===== config.mk =====
export PLATFORM = sky130hd
export DESIGN_NAME = sbb_out_queue
export DESIGN_NICKNAME = d
export VERILOG_FILES = /design/src/sv/sbb_pkg.sv /design/src/sv/sbb_out_queue.sv
export SDC_FILE = /design/constraint.sdc
export NUM_CORES = 1
export LEC_CHECK = 0
export BUFFER_PORTS_ARGS = -buffer_cell sky130_fd_sc_hd__buf_2
export CAP_MARGIN = 0
export CORE_MARGIN = 5
export CORE_UTILIZATION = 54
export DETAILED_ROUTE_END_ITERATION = 8
export GPL_ROUTABILITY_DRIVEN = 0
export PLACE_DENSITY = 0.72
export SYNTH_ARGS = -nofsm -noshare
export SYNTH_HDL_FRONTEND = slang
export SYNTH_SLANG_ARGS = --single-unit

===== constraint.sdc =====
create_clock -name i_clk -period 2.6 [get_ports i_clk]
set_input_delay 0.52 -clock i_clk [delete_from_list [all_inputs] [get_ports i_clk]]
set_output_delay 0.52 -clock i_clk [all_outputs]
set_load 0.02 [all_outputs]

===== src/sv/sbb_pkg.sv =====
// sbb_pkg: shared constants, codes and types of the separable box blur.
// No dependencies; every other file of the block imports it.
`default_nettype none

package sbb_pkg;

    // default geometry
    localparam int RADIUS_DEF     = 2;
    localparam int MAX_WIDTH_DEF  = 1024;
    localparam int PIXEL_BITS_DEF = 16;

    // fixed field widths
    localparam int FIELD_PIX_W = 16;
    localparam int WIDTH_REG_W = 11;
    localparam int HEIGHT_W    = 16;
    localparam int CFG_DATA_W  = 16;
    localparam int CFG_ADDR_W  = 1;

    // register reset values
    localparam int WIDTH_RESET  = 1024;
    localparam int HEIGHT_RESET = 1024;

    // register indexes
    localparam logic [CFG_ADDR_W-1:0] CFG_FRAME_WIDTH  = 1'b0;
    localparam logic [CFG_ADDR_W-1:0] CFG_FRAME_HEIGHT = 1'b1;

    // item commands
    localparam logic CMD_PIXEL = 1'b0;
    localparam logic CMD_FLUSH = 1'b1;

    // result queue
    localparam int OQ_DEPTH = 8;
    localparam int PEND_W   = $clog2(OQ_DEPTH + 1);
    localparam int OQ_AW    = $clog2(OQ_DEPTH);

    // per-item control, decided at acceptance
    typedef struct packed {
        logic pix;      // pixel item accepted
        logic push;     // raw pixel goes into the delay store
        logic emit;     // item produces a result
        logic blur;     // result is the filtered value
        logic wr_h;     // horizontal mean is written to the line store
        logic hrow_ok;  // horizontal mean row lies in the interior
        logic last;     // result is the last pixel of the frame
    } t_ctl;

endpackage

`default_nettype wire


===== src/sv/sbb_out_queue.sv =====
// sbb_out_queue: small result queue in front of the output channel.
// Uses sbb_pkg for its depth; space is guaranteed by the credit count in sbb_ctrl.
`default_nettype none

module sbb_out_queue import sbb_pkg::*; (
    input  wire logic                   i_clk,
    input  wire logic                   i_rst_n,
    input  wire logic                   i_wr,
    input  wire logic [FIELD_PIX_W-1:0] i_pixel,
    input  wire logic                   i_last,
    output logic                        o_valid,
    input  wire logic                   i_ready,
    output logic [FIELD_PIX_W-1:0]      o_pixel,
    output logic                        o_last
);

    logic [FIELD_PIX_W:0] r_mem [OQ_DEPTH];
    logic [OQ_AW-1:0]     r_wr_ptr;
    logic [OQ_AW-1:0]     r_rd_ptr;
    logic [PEND_W-1:0]    r_cnt;
    logic                 rd;

    assign o_valid = (r_cnt != '0);
    assign rd      = o_valid && i_ready;
    assign o_pixel = r_mem[r_rd_ptr][FIELD_PIX_W-1:0];
    assign o_last  = r_mem[r_rd_ptr][FIELD_PIX_W];

    always_ff @(posedge i_clk) begin
        if (i_wr) begin
            r_mem[r_wr_ptr] <= {i_last, i_pixel};
        end
    end

    always_ff @(posedge i_clk) begin
        if (!i_rst_n) begin
            r_wr_ptr <= '0;
            r_rd_ptr <= '0;
            r_cnt    <= '0;
        end else begin
            if (i_wr) begin
                r_wr_ptr <= (32'(r_wr_ptr) == OQ_DEPTH - 1) ? '0 : r_wr_ptr + 1'b1;
            end
            if (rd) begin
                r_rd_ptr <= (32'(r_rd_ptr) == OQ_DEPTH - 1) ? '0 : r_rd_ptr + 1'b1;
            end
            r_cnt <= r_cnt + PEND_W'(i_wr) - PEND_W'(rd);
        end
    end

endmodule

`default_nettype wire


==> results of run 1 <==
==> synth_stat cells (2+ instances only) <==
master    number
nand2_1       10
mux2_2        17
nor2_1         8
mux4_1        24
mux2i_1       10
ha_1           8
nor3_1         2
dfxtp_1       13
inv_1          4
mux4_2        10
edfxtp_1     136
nand2b_1       3
clkbuf_1       5
and2_1         4
buf_6          4
nor2b_1        2
==> layout make-up <==
class | instances | area [sq um] | area share
clock buffer | 20 | 425 | 0.0596
clock inverter | 11 | 183 | 0.0256
inverter | 4 | 15.0 | 0.00210
multi-input combinational | 107 | 1460 | 0.204
sequential | 149 | 4350 | 0.609
tap | 140 | 175 | 0.0245
timing repair buffer | 62 | 538 | 0.0753
==> through the flow <==
step                TNS, ns  cell area [sq um]
finish               -0.148               7140
CTS                  -0.945               7170
global route          -1.40               7140
detailed placement        0               6360
floorplan                 0               5890
global placement          0               6360
==> report_power, final <==
part           leakage (uW)  switching [uW]  internal (uW)
clock network      0.000291             875           1640
registers           0.00134            62.5           2710
logic              0.000864             559            666
==> per-layer routing <==
| metal | track usage | up-vias | share of wire |
|---|---|---|---|
| li1 | - | 1250 | - |
| met1 | 0.231 | 1468 | 0.42 |
| met2 | 0.294 | 84 | 0.51 |
| met3 | 0.0650 | 11 | 0.061 |
| met4 | 0.0404 | 2 | 0.0052 |
| met5 | 0 | - | 0.00064 |
==> logic make-up after synthesis <==
logic type / after synthesis / synth area share
flip-flops: 149 / 0.738
multiplexers: 61 / 0.195
AND/OR/NAND/NOR: 33 / 0.0276
buffers and inverters: 15 / 0.0149
adder cells (fa/ha/maj): 9 / 0.0204
AO/OA/AOI/OAI: 3 / 0.00319
XOR/XNOR: 1 / 0.00149
==> path summary, 6_finish.rpt <==
path / cells after the start / to
max reg2reg: 9 / r_cnt[2]
max: 4 / o_pixel[11]
min: 1 / r_mem[5][0]
min reg2reg: 2 / r_rd_ptr[2]
==> critical path, cell delays in order, from the launching register on <==
cell and delay [ns]:
dfxtp_4 0.40, buf_8 0.17, mux4_1 0.58, mux2_2 0.29, buf_2 0.16
==> registers in the layout, indices dropped and copies added, names as in the netlist, named ones only <==
name	count
r_wr_ptr	3
r_cnt	4
r_rd_ptr	3
r_mem	136
==> repair_timing <==
item / CTS / global route
endpoints found under the hold margin: 0 / 0
pin swaps: 0 / 0
cloned: 3 / 0
setup endpoints to repair: 17 / 17
resized for setup: 55 / 2
buffers inserted: 3 / 1
hold buffers: 0 / 0
==> flow_metrics.py, run 1 <==
metrics = {
    "die": {
        "initial_core_util": 0.548,
        "coreArea_sq_um": 10700,
        "num_io_pins": 39,
        "die_y_um": 114,
        "die-area_sq_um": 13100,
        "dieWidth_um": 114,
        "std_cell_rows": 38,
    },
    "yosys": {
        "synth_cell_types": 27,
        "avgSynthCellArea_sq_um": 21.7,
        "yosysSeqAreaShare": 0.738,
        "synth.top_cells.by_area": "edfxtp_1 69%, mux4_1 11%, dfxtp_1 4.4%",
        "synth_top_area_cell": "edfxtp_1",
        "synth_edf_count": 136,
        "synth_ff_type": "edfxtp_1",
        "syn_nets": 301,
        "synth-async-reset-ratio": 0,
        "postSynthCellCount": 271,
        "synth_area_sq_um": 5890,
        "synth_top_area_frac": 0.693,
        "ys_ff_latch": 149,
        "yosysWarningCount": 0,
    },
    "grt": {
        "grt_overflow_total": 0,
        "grt_pass1_vias": 2906,
        "antenna_found_initial": 1,
        "grt_usage": 0.179,
        "grt_pass1_wl_um": 16700,
        "grt_max_degree": 25,
    },
    "finish": {
        "layout_common_cells": "136 x edfxtp_1, 26 x buf_2, 24 x mux4_2",
        "fin_util": 0.665,
        "area_delta_synth_final_pct": 21.2,
        "n_fill_cell": 722,
        "mostFrequentLayoutCell": "edfxtp_1",
        "antenna_cells": 0,
        "fin_cells": 493,
        "drive_gt1_frac": 0.380,
        "nets": 371,
    },
    "route": {
        "via_per_inst": 5.71,
        "drtPass1Iterations": 4,
        "drc": 0,
        "wl_um": 10900,
        "num_vias": 2815,
        "drtAntennaViolNets": 0,
        "wl_per_cell_um": 22.0,
        "drtIter0Drc": 138,
    },
    "clock_network": {
        "cts_made_buffers": 17,
        "clkSinkCount": 149,
        "cts_max_path_buffers": 2,
        "clk_latency_ns": 0.52,
        "root_buffer": "clkbuf_8",
        "cts_tree": "built",
        "cts.reportedPaths.clkPinSlew_ns": 0.06,
        "h-tree-depth": 4,
    },
    "place": {
        "hpwl_um": 6130,
        "pre_cts_ws_ns": 0.328,
        "placed_cells": 457,
        "io_buffers": 38,
    },
    "worst_setup_path": {
        "cp.required_ns": 2.08,
        "crit_fanout": 10,
        "worstSetupStartpointType": "flip-flop",
        "critical_path_arrival_ns": 2.12,
        "endpoint_kind": "primary output",
        "r2r-start": "r_cnt[2]",
        "rrSetupSlack_ns": 0.32,
        "critical_path_class": "reg2out",
    },
    "sta": {
        "whs_ns": 0.277,
        "fin_skew_ns": 0.00838,
        "setup_viol": 8,
        "hold_viol": 0,
        "rsz0062_at_grt": "yes",
        "fin_ws_ns": -0.0365,
        "tightest_slew_ns": 0.481,
        "fmax_mhz": 379,
        "worst_slew_margin_rel": 0.678,
        "slew_viol_final": 0,
        "finalCriticalPeriod_ns": 2.64,
        "finalCritPeriodShare": 1.01,
    },
    "outcome": {
        "outcome": "complete, but fails checks",
        "violations": "setup timing",
    },
    "run": {
        "cap_violations": 0,
    },
    "pwr": {
        "power_leakage_uw": 0.00250,
        "ir_worst_vdd_mv": 0.410,
        "power_uw": 6510,
        "power_density_nw_per_um2": 912,
    },
    "worst_hold_path": {
        "hp-start": "i_pixel[0]",
        "min-delay-path-class": "in2reg",
    },
}
(Power assumes the default switching activity.)
==> inputs of run 2 (changes only) <==
--- a/config.mk
+++ b/config.mk
@@ -7,11 +7,13 @@
 export LEC_CHECK = 0
 export BUFFER_PORTS_ARGS = -buffer_cell sky130_fd_sc_hd__buf_2
 export CAP_MARGIN = 0
+export CELL_PAD_IN_SITES_DETAIL_PLACEMENT = 1
+export CELL_PAD_IN_SITES_GLOBAL_PLACEMENT = 2
 export CORE_MARGIN = 5
-export CORE_UTILIZATION = 54
+export CORE_UTILIZATION = 47
 export DETAILED_ROUTE_END_ITERATION = 8
 export GPL_ROUTABILITY_DRIVEN = 0
-export PLACE_DENSITY = 0.72
+export PLACE_DENSITY_LB_ADDON = 0.1
 export SYNTH_ARGS = -nofsm -noshare
 export SYNTH_HDL_FRONTEND = slang
 export SYNTH_SLANG_ARGS = --single-unit
==> flow_metrics.py, run 2 (same netlist as run 1, synthesis figures left out) <==
metrics = {
    "sta": {
        "setup_viol": 0,
        "fmax_mhz": 390,
        "tightest_slew_ns": 0.563,
        "finalCriticalPeriod_ns": 2.56,
        "fin_ws_ns": 0.0366,
        "slew_viol_final": 0,
        "worst_slew_margin_rel": 0.623,
        "finalCritPeriodShare": 0.986,
        "fin_skew_ns": 0.00486,
        "rsz0062_at_grt": "yes",
        "hold_viol": 0,
    },
    "route": {
        "drtAntennaViolNets": 0,
        "drtIter0Drc": 169,
        "drtPass1Iterations": 4,
        "drc": 0,
        "num_vias": 2790,
        "wl_um": 11800,
        "via_per_inst": 5.41,
        "wl_per_cell_um": 22.8,
    },
    "worst_setup_path": {
        "rr_endpoint": "r_cnt[2]",
        "r2r-start": "r_cnt[2]",
        "r2r_cells": 9,
        "cp.required_ns": 2.08,
        "critical_path_arrival_ns": 2.04,
        "critical_path_class": "reg2out",
        "crit_fanout": 9,
        "crit_end": "o_pixel[7]",
        "rrSetupSlack_ns": 0.30,
        "endpoint_kind": "primary output",
        "worstSetupStartpointType": "flip-flop",
    },
    "finish": {
        "largest_reg_flops": 136,
        "n_fill_cell": 1075,
        "multi_input_area_sq_um": 1450,
        "drive_gt1_frac": 0.353,
        "layout_common_cells": "136 x edfxtp_1, 38 x buf_2, 19 x mux4_1, 19 x clkbuf_16, 17 x mux2_2",
        "antenna_cells": 0,
        "top_regs": "r_mem x136, r_cnt x4",
        "ff_latch_area_sq_um": 4350,
        "area_delta_synth_final_pct": 19.9,
        "largest-register": "r_mem",
        "mostFrequentLayoutCell": "edfxtp_1",
        "nets": 367,
    },
    "die": {
        "std_cell_rows": 40,
        "coreArea_sq_um": 12200,
        "num_io_pins": 39,
        "dieWidth_um": 122,
        "die-area_sq_um": 14900,
        "die_y_um": 122,
        "initial_core_util": 0.484,
    },
    "grt": {
        "grt_max_degree": 35,
        "antenna_found_initial": 2,
        "grt_busiest_layer": "met2",
        "grt_pass1_wl_um": 17900,
        "gr-usage-met2": 0.272,
        "grt_overflow_total": 0,
        "use_met3": 0.0460,
        "grt_pass1_vias": 2984,
        "grt_usage": 0.173,
        "use_met1": 0.228,
    },
    "pwr": {
        "power_density_nw_per_um2": 894,
        "power_leakage_uw": 0.00243,
        "ir_worst_vdd_mv": 0.444,
        "power_uw": 6320,
    },
    "place": {
        "pre_cts_ws_ns": 0.285,
        "io_buffers": 38,
        "hpwl_um": 6620,
    },
    "clock_network": {
        "cts.reportedPaths.clkPinSlew_ns": 0.06,
        "h-tree-depth": 4,
        "cts_tree": "built",
        "cts_max_path_buffers": 2,
        "cts_setup_buffers": 0,
        "clk_latency_ns": 0.41,
        "cts_made_buffers": 17,
        "clkSinkCount": 149,
        "root_buffer": "clkbuf_16",
    },
    "worst_hold_path": {
        "hp-start": "i_pixel[12]",
        "min-delay-path-class": "in2reg",
    },
    "run": {
        "cap_violations": 0,
    },
    "outcome": {
        "outcome": "completed",
    },
}
-- run 2: cell types whose count changed in the layout (fill, tap and decap cells not counted), sizes merged --
cell and change:
clkinvlp +2, clkinv -1, clkbuf +1, bufinv -1, buf -6
-- run 2: layout make-up --
class | instances | area share
sequential | 149 | 0.616
multi-input combinational | 107 | 0.205
timing repair buffer | 58 | 0.0631
clock buffer | 19 | 0.0613
tap | 168 | 0.0298
clock inverter | 11 | 0.0227
inverter | 4 | 0.00213
-- run 2: worst max-delay path: stages (launching register included) --
cell	delay (ns)
dfxtp_4	0.44
buf_12	0.17
mux4_1	0.56
mux2_2	0.30
buf_2	0.16
-- run 2: how the worst min path moves through the flow --
| stage | end | depth (start not counted) |
|---|---|---|
| after floorplan | flip-flop | 2 |
| after global placement | flip-flop | 2 |
| after detailed placement | r_rd_ptr[2] | 2 |
| after CTS | r_mem[5][6] | 1 |
| after global routing | r_mem[5][6] | 1 |
| final | r_mem[3][12] | 1 |
-- run 2: power breakdown --
part           total (uW)  switching [uW]  internal (uW)  leakage [uW]
clock network        2470             891           1580      0.000280
logic                1060             528            535      0.000811
registers            2780            70.5           2710       0.00134
total                6320            1490           4830       0.00243
-- run 2: per-stage QoR --
step / hold WS (ns) / TNS [ns] / instances / utilization / instance area [sq um]
finish: 0.371 / 0 / 516 / 0.581 / 7060
global route: 0.360 / -0.207 / 516 / 0.581 / 7060
CTS: 0.357 / -0.0266 / 514 / 0.578 / 7030
detailed placement: 0.491 / 0 / 483 / 0.527 / 6410
global placement: 0.489 / 0 / 483 / 0.527 / 6410
floorplan: 0.464 / 0 / 271 / - / 5890
-- run 2: repair_timing --
| item | in CTS | in global routing |
|---|---|---|
| endpoints found under the setup margin | 11 | 10 |
| resized for setup | 3 | 4 |
| pin swaps | 0 | 0 |
| hold buffers | 0 | 0 |
| cloned | 1 | 2 |
-- run 2: layer usage --
metal,routed length (um),part of all wire,up-vias
met5,25,0.0021,-
met4,133,0.011,4
met3,454,0.039,16
met2,5900,0.50,64
met1,5270,0.45,1447
li1,-,-,1259
