[config.mk]
export PLATFORM = sky130hd
export DESIGN_NAME = sbb_ctrl
export DESIGN_NICKNAME = d
export VERILOG_FILES = /design/src/sv/sbb_pkg.sv /design/src/sv/sbb_ctrl.sv
export SDC_FILE = /design/constraint.sdc
export NUM_CORES = 1
export LEC_CHECK = 0
export BUFFER_PORTS_ARGS = -buffer_cell sky130_fd_sc_hd__buf_2
export CAP_MARGIN = 20
export CORE_AREA = 10 10 172 174
export CTS_BUF_LIST = sky130_fd_sc_hd__clkbuf_2
export CTS_CLUSTER_DIAMETER = 100
export CTS_CLUSTER_SIZE = 25
export DETAILED_ROUTE_END_ITERATION = 12
export DIE_AREA = 0 0 182 184
export GPL_TIMING_DRIVEN = 0
export PLACE_DENSITY = 0.58
export SLEW_MARGIN = 15
export SYNTH_ARGS = -nofsm -noshare
export SYNTH_HDL_FRONTEND = slang
export SYNTH_SLANG_ARGS = --single-unit
[constraint.sdc]
create_clock -name i_clk -period 4.6 [get_ports i_clk]
set_input_delay 0.92 -clock i_clk [delete_from_list [all_inputs] [get_ports i_clk]]
set_output_delay 0.92 -clock i_clk [all_outputs]
set_load 0.05 [all_outputs]
[src/sv/sbb_pkg.sv]
// sbb_pkg: shared constants, codes and types of the separable box blur.
// No dependencies; every other file of the block imports it.
`default_nettype none

package sbb_pkg;

    // default geometry
    localparam int RADIUS_DEF     = 2;
    localparam int MAX_WIDTH_DEF  = 1024;
    localparam int PIXEL_BITS_DEF = 16;

    // fixed field widths
    localparam int FIELD_PIX_W = 16;
    localparam int WIDTH_REG_W = 11;
    localparam int HEIGHT_W    = 16;
    localparam int CFG_DATA_W  = 16;
    localparam int CFG_ADDR_W  = 1;

    // register reset values
    localparam int WIDTH_RESET  = 1024;
    localparam int HEIGHT_RESET = 1024;

    // register indexes
    localparam logic [CFG_ADDR_W-1:0] CFG_FRAME_WIDTH  = 1'b0;
    localparam logic [CFG_ADDR_W-1:0] CFG_FRAME_HEIGHT = 1'b1;

    // item commands
    localparam logic CMD_PIXEL = 1'b0;
    localparam logic CMD_FLUSH = 1'b1;

    // result queue
    localparam int OQ_DEPTH = 8;
    localparam int PEND_W   = $clog2(OQ_DEPTH + 1);
    localparam int OQ_AW    = $clog2(OQ_DEPTH);

    // per-item control, decided at acceptance
    typedef struct packed {
        logic pix;      // pixel item accepted
        logic push;     // raw pixel goes into the delay store
        logic emit;     // item produces a result
        logic blur;     // result is the filtered value
        logic wr_h;     // horizontal mean is written to the line store
        logic hrow_ok;  // horizontal mean row lies in the interior
        logic last;     // result is the last pixel of the frame
    } t_ctl;

endpackage

`default_nettype wire

[src/sv/sbb_ctrl.sv]
// sbb_ctrl: frame registers, raster position counters, raw delay pointers
// and result credits of the box blur. Uses sbb_pkg.
`default_nettype none

module sbb_ctrl import sbb_pkg::*; #(
    parameter int RADIUS    = RADIUS_DEF,
    parameter int MAX_WIDTH = MAX_WIDTH_DEF
) (
    input  wire logic                                    i_clk,
    input  wire logic                                    i_rst_n,
    input  wire logic                                    i_cfg_we,
    input  wire logic [CFG_ADDR_W-1:0]                   i_cfg_addr,
    input  wire logic [CFG_DATA_W-1:0]                   i_cfg_data,
    input  wire logic                                    i_in_valid,
    input  wire logic                                    i_cmd,
    output logic                                         o_in_ready,
    input  wire logic                                    i_out_acc,
    output t_ctl                                         o_ctl,
    output logic [$clog2(2*RADIUS)-1:0]                  o_slot,
    output logic [$clog2(MAX_WIDTH)-1:0]                 o_hcol,
    output logic [$clog2(RADIUS*MAX_WIDTH+RADIUS)-1:0]   o_raw_wr_addr,
    output logic [$clog2(RADIUS*MAX_WIDTH+RADIUS)-1:0]   o_raw_rd_addr
);

    localparam int LROWS  = 2 * RADIUS;
    localparam int CAP    = RADIUS * MAX_WIDTH + RADIUS;
    localparam int COL_W  = $clog2(MAX_WIDTH);
    localparam int WID_W  = $clog2(MAX_WIDTH + 1);
    localparam int CNT_W  = $clog2(CAP + 1);
    localparam int RAW_AW = $clog2(CAP);
    localparam int SLOT_W = $clog2(LROWS);
    localparam int W_RST  = (WIDTH_RESET > MAX_WIDTH) ? MAX_WIDTH : WIDTH_RESET;

    logic [WID_W-1:0]    r_width,   n_width;
    logic [HEIGHT_W-1:0] r_height,  n_height;
    logic [COL_W-1:0]    r_in_col,  n_in_col;
    logic [HEIGHT_W-1:0] r_in_row,  n_in_row;
    logic [COL_W-1:0]    r_out_col, n_out_col;
    logic [HEIGHT_W-1:0] r_out_row, n_out_row;
    logic [SLOT_W-1:0]   r_slot,    n_slot;
    logic [RAW_AW-1:0]   r_head,    n_head;
    logic [RAW_AW-1:0]   r_tail,    n_tail;
    logic [CNT_W-1:0]    r_count,   n_count;
    logic [PEND_W-1:0]   r_pend,    n_pend;

    logic                   acc;
    logic                   pix_item;
    logic [CNT_W-1:0]       lag;
    logic                   emit_flush;
    logic                   emit_pix;
    logic                   emit;
    logic                   have_h;
    logic                   hrow_ok;
    logic                   out_int;
    logic                   last;
    logic                   push;
    logic                   restart;
    logic [WIDTH_REG_W-1:0] wr_width;

    assign o_in_ready = (32'(r_pend) < OQ_DEPTH);
    assign acc        = i_in_valid && o_in_ready;
    assign pix_item   = (i_cmd == CMD_PIXEL);

    assign lag        = CNT_W'(RADIUS) * CNT_W'(r_width) + CNT_W'(RADIUS);
    assign emit_flush = (r_in_col == '0) && (r_in_row == '0) && (r_count != '0);
    assign emit_pix   = (r_count >= lag);
    assign emit       = pix_item ? emit_pix : emit_flush;

    assign have_h  = 32'(r_in_col) >= 32'(2 * RADIUS);
    assign hrow_ok = (32'(r_in_row) >= 32'(RADIUS)) &&
                     (32'(r_in_row) + 32'(RADIUS) < 32'(r_height));
    assign out_int = (32'(r_out_row) >= 32'(RADIUS)) &&
                     (32'(r_out_row) + 32'(RADIUS) < 32'(r_height)) &&
                     (32'(r_out_col) >= 32'(RADIUS)) &&
                     (32'(r_out_col) + 32'(RADIUS) < 32'(r_width));
    assign last    = (32'(r_out_row) + 32'd1 == 32'(r_height)) &&
                     (32'(r_out_col) + 32'd1 == 32'(r_width));
    // the store is never over full; a pop frees the slot when count is at capacity
    assign push    = pix_item && (emit_pix || (32'(r_count) < CAP));

    assign o_ctl.pix     = acc && pix_item;
    assign o_ctl.push    = acc && push;
    assign o_ctl.emit    = acc && emit;
    assign o_ctl.blur    = acc && pix_item && emit_pix && have_h && out_int;
    assign o_ctl.wr_h    = acc && pix_item && have_h;
    assign o_ctl.hrow_ok = hrow_ok;
    assign o_ctl.last    = last;

    assign o_slot        = r_slot;
    assign o_hcol        = have_h ? COL_W'(32'(r_in_col) - 32'(RADIUS)) : '0;
    assign o_raw_wr_addr = r_tail;
    assign o_raw_rd_addr = r_head;

    assign wr_width = i_cfg_data[WIDTH_REG_W-1:0];

    always_comb begin
        n_width   = r_width;
        n_height  = r_height;
        n_in_col  = r_in_col;
        n_in_row  = r_in_row;
        n_out_col = r_out_col;
        n_out_row = r_out_row;
        n_slot    = r_slot;
        n_head    = r_head;
        n_tail    = r_tail;
        n_count   = r_count;
        restart   = 1'b0;

        if (i_cfg_we) begin
            case (i_cfg_addr)
                CFG_FRAME_WIDTH: begin
                    if (wr_width == '0) begin
                        n_width = WID_W'(1);
                    end else if (32'(wr_width) > 32'(MAX_WIDTH)) begin
                        n_width = WID_W'(MAX_WIDTH);
                    end else begin
                        n_width = WID_W'(wr_width);
                    end
                    restart = 1'b1;
                end
                CFG_FRAME_HEIGHT: begin
                    n_height = (i_cfg_data == '0) ? HEIGHT_W'(1) : i_cfg_data;
                    restart  = 1'b1;
                end
                default: ;
            endcase
            if (restart) begin
                n_in_col  = '0;
                n_in_row  = '0;
                n_out_col = '0;
                n_out_row = '0;
                n_slot    = '0;
                n_head    = '0;
                n_tail    = '0;
                n_count   = '0;
            end
        end else if (acc) begin
            if (pix_item) begin
                if (32'(r_in_col) + 32'd1 >= 32'(r_width)) begin
                    n_in_col = '0;
                    if (32'(r_in_row) + 32'd1 >= 32'(r_height)) begin
                        n_in_row = '0;
                        n_slot   = '0;
                    end else begin
                        n_in_row = r_in_row + 1'b1;
                        n_slot   = (32'(r_slot) == LROWS - 1) ? '0 : r_slot + 1'b1;
                    end
                end else begin
                    n_in_col = r_in_col + 1'b1;
                end
            end
            if (emit) begin
                if (32'(r_out_col) + 32'd1 >= 32'(r_width)) begin
                    n_out_col = '0;
                    n_out_row = (32'(r_out_row) + 32'd1 >= 32'(r_height)) ?
                                '0 : r_out_row + 1'b1;
                end else begin
                    n_out_col = r_out_col + 1'b1;
                end
                n_head = (32'(r_head) == CAP - 1) ? '0 : r_head + 1'b1;
            end
            if (push) begin
                n_tail = (32'(r_tail) == CAP - 1) ? '0 : r_tail + 1'b1;
            end
            n_count = r_count + CNT_W'(push) - CNT_W'(emit);
        end
    end

    assign n_pend = r_pend + PEND_W'(acc && emit) - PEND_W'(i_out_acc);

    always_ff @(posedge i_clk) begin
        if (!i_rst_n) begin
            r_width   <= WID_W'(W_RST);
            r_height  <= HEIGHT_W'(HEIGHT_RESET);
            r_in_col  <= '0;
            r_in_row  <= '0;
            r_out_col <= '0;
            r_out_row <= '0;
            r_slot    <= '0;
            r_head    <= '0;
            r_tail    <= '0;
            r_count   <= '0;
            r_pend    <= '0;
        end else begin
            r_width   <= n_width;
            r_height  <= n_height;
            r_in_col  <= n_in_col;
            r_in_row  <= n_in_row;
            r_out_col <= n_out_col;
            r_out_row <= n_out_row;
            r_slot    <= n_slot;
            r_head    <= n_head;
            r_tail    <= n_tail;
            r_count   <= n_count;
            r_pend    <= n_pend;
        end
    end

endmodule

`default_nettype wire

==> flow_metrics.tcl <==
set metrics [dict create \
    status "completed" \
    vias 9691 \
    crit_fanout 6 \
    fmax_mhz 221.5 \
    synth_simple_gate_area_frac 0.2421 \
    synth-compound-area-share 0.1798 \
    synth_nets 1496 \
    ys_types 73 \
    first_iter_violations 722 \
    place_hpwl_um 23900 \
    cts.reportedPaths.clkPinSlew_ns 0.22 \
    synthMuxAreaShare 0.004955 \
    final_hold_viol_count 0 \
    numCtsBuffers 17 \
    critPathKind "reg2out" \
    place_area_mm2 0.01110 \
    setup_viol 0 \
    ant_nets 0 \
    finalInstanceArea_mm2 0.01190 \
    cts_tree "built" \
    syn_to_final_growth_pct 14.96 \
    nFillCells 2593 \
    antenna_found_initial 6 \
    grt_max_degree 17 \
    via_per_inst 5.525 \
    syn_area_per_cell_um2 7.844 \
    required_ns 3.68 \
    fin_util 0.4594 \
    drive_gt1_frac 0.1546 \
    finalSetupTns_ns 0 \
    tightest_slew_ns 0.8320 \
    synth_top_family_by_area "simple AND/OR/NAND/NOR gates" \
    gr-total-overflow 0 \
    drcViolationCount 0 \
    clk_latency_ns 0.74 \
    io_pins 67 \
    synth-main-ff-cell "dfxtp_1" \
    clock-sinks 121 \
    hold_class "in2reg" \
    grt_usage 0.1786 \
    finClkSkew_ns 0.03412 \
    slew_violations 0 \
    synth-async-reset-ratio 0 \
    peakVddDrop_mv 0.1214 \
    period_share 0.9816 \
    htree_levels 4 \
    place.gp.congestion 0.8741 \
    cap_violations 0 \
    dieArea_mm2 0.03349 \
    cts_hold_buf 0 \
    crit_arrival_ns 3.60 \
    clk_path_buf_depth 2 \
    register_area_mm2 0.002494 \
    start_util 0.3996 \
    rows 59 \
    syn-instance-count 1320 \
    wirelength_um 31000 \
    relSlewSlack 0.4453 \
    wl_per_cell_um 17.67 \
    synth_xor_area_frac 0.08967 \
    syn_area_mm2 0.01035 \
    multi_input_area_mm2 0.007615 \
    period_needed_ns 4.515 \
    grt_pass1_wl_um 48650 \
    cts_root_buf "clkbuf_2" \
    worstSetupEndpointType "primary output" \
    yosysSeqAreaShare 0.2340 \
    die_h_um 184 \
    rsz0062_at_grt "yes" \
    coreArea_mm2 0.02591 \
    synth_edf_count 0 \
    critPathLaunchType "flop" \
    power_leakage_uw 0.004962 \
    ys_seq_elements 121 \
    port-buffer-count 65 \
    p_per_area_mw_per_mm2 265.5 \
    grt_pass1_vias 9096 \
    dr.pass1.iters 5 \
    yosys_warnings 0 \
    synth_fa_ha_area_frac 0.1873 \
    fin_nets 1580 \
    die_width_um 182 \
]
cells in the mapped netlist (6+ instances only):
| cell type | n | share of area |
|---|---|---|
| ha_1 | 151 | 0.18 |
| nor2b_1 | 19 | 0.011 |
| a31oi_1 | 9 | 0.0054 |
| o21ai_0 | 46 | 0.022 |
| dfxtp_1 | 121 | 0.23 |
| or4_1 | 8 | 0.0058 |
| buf_1 | 7 | 0.0025 |
| nor4_1 | 20 | 0.012 |
| o21a_1 | 14 | 0.010 |
| a211oi_1 | 19 | 0.014 |
| nand3_1 | 50 | 0.024 |
| nor3_1 | 25 | 0.012 |
| inv_1 | 88 | 0.032 |
| xnor2_1 | 66 | 0.056 |
| nand2b_1 | 17 | 0.010 |
| nand3b_1 | 18 | 0.013 |
| nand4_1 | 30 | 0.018 |
| and2_1 | 8 | 0.0048 |
| a21boi_0 | 33 | 0.024 |
| and3_1 | 24 | 0.015 |
| xor2_1 | 40 | 0.034 |
| o211ai_1 | 12 | 0.0087 |
| a21oi_1 | 56 | 0.027 |
| o22ai_1 | 14 | 0.0085 |
| a21o_1 | 15 | 0.011 |
| or3_1 | 9 | 0.0054 |
| clkbuf_1 | 60 | 0.022 |
| nand2_1 | 150 | 0.054 |
| nor4b_1 | 6 | 0.0051 |
| o31ai_1 | 10 | 0.0073 |
| nor2_1 | 80 | 0.029 |
path summary, 6_finish.rpt:
path / from / slack [ns] / depth (start not counted) / end
max: r_out_row[1] / 0.08 / 12 / o_ctl[0]
max reg2reg: r_width[0] / 0.23 / 20 / r_count[10]
min: i_cfg_data[15] / 0.41 / 3 / r_height[15]
min reg2reg: r_height[1] / 0.48 / 2 / r_height[1]
critical path: stages (launching register included):
cell and delay, ns:
dfxtp_4 0.44, buf_4 0.13, ha_4 0.15, and3_4 0.25
nand3_2 0.14, xnor2_1 0.19, ha_1 0.32, nand4_1 0.17
nor4b_2 0.30, nand3b_1 0.16, nor3_2 0.29, buf_4 0.16
buf_8 0.13
cells by family (layout without fill, tap and decap cells):
kind of cell,Yosys count,count (layout)
AND/OR/NAND/NOR,491,491
multiplexers,5,5
flip-flops,121,121
adder cells (fa/ha/maj),154,154
XOR/XNOR,106,106
other,0,2
AO/OA/AOI/OAI,279,279
buffers and inverters,164,261
layout by cell type (no fill, tap or decap), types with 9 or more instances in the layout:
cell type    n
nor2b_1     19
xnor2_1     65
buf_4       24
o21ai_0     44
nor3_1      21
nor2_1      75
o31ai_1     10
o21a_1      14
a211oi_1    18
and3_1      22
nand2_1    148
ha_1       146
a21o_1      15
a21boi_0    33
buf_2       65
clkbuf_2    19
nand4_1     30
nand2b_1    17
xor2_1      38
a21oi_1     50
nand3_1     44
nor4_1      17
clkbuf_1    39
o22ai_1     14
inv_1       87
or3_1        9
dfxtp_1     96
nand3b_1    18
dfxtp_4     16
o211ai_1    12
dfxtp_2      9
state kept, by name, indices dropped and copies added, names as in the netlist:
register / cells
o_raw_wr_addr: 12
r_in_col: 10
o_raw_rd_addr: 12
r_out_col: 10
r_in_row: 16
o_slot: 2
r_height: 16
r_width: 11
r_count: 12
r_pend: 4
r_out_row: 16
layer usage:
metal / wire length [um] / vias up / GRT usage
met5: 27 / - / 0
met4: 461 / 4 / 0.04100
met3: 1553 / 32 / 0.03543
met2: 13860 / 204 / 0.2848
met1: 15090 / 4597 / 0.2420
li1: - / 4854 / -
final cells by class:
| class | count | area share |
|---|---|---|
| diodes | 2 | 0.0004205 |
| plain buffers | 54 | 0.01955 |
| clock buffers | 17 | 0.007148 |
| clock inverters | 15 | 0.01671 |
| inverters | 88 | 0.02775 |
| multi-input cells | 1035 | 0.6398 |
| flip-flops and latches | 121 | 0.2095 |
| well taps | 335 | 0.03521 |
| repair buffers | 87 | 0.04394 |
power by group:
part           internal (uW)  leakage, uW  switching [uW]
Clock                    359     0.000156             496
Combinational            456      0.00381             693
Sequential              1100     0.000998            60.7
Total                   1910      0.00496            1250
per-stage QoR:
step	setup slack, ns	std cells	hold WS [ns]	total power [uW]
6_report	0.08462	1754	0.4137	3160
3_5_place_dp	-0.2555	1720	0.4567	2265
3_3_place_gp	-0.2241	1720	0.4497	2243
4_1_cts	-0.0004838	1737	0.3686	3141
2_1_floorplan	0.5456	1320	0.4435	1983
5_1_grt	-0.06239	1753	0.3830	3366
timing repair:
item / in CTS / in global routing
setup buffers: 6 / 15
resized for setup: 58 / 67
gates cloned: 0 / 0
pin swaps: 5 / 27
endpoints found under the setup margin: 7 / 9
Note: power is estimated with default switching activity, not from simulation.
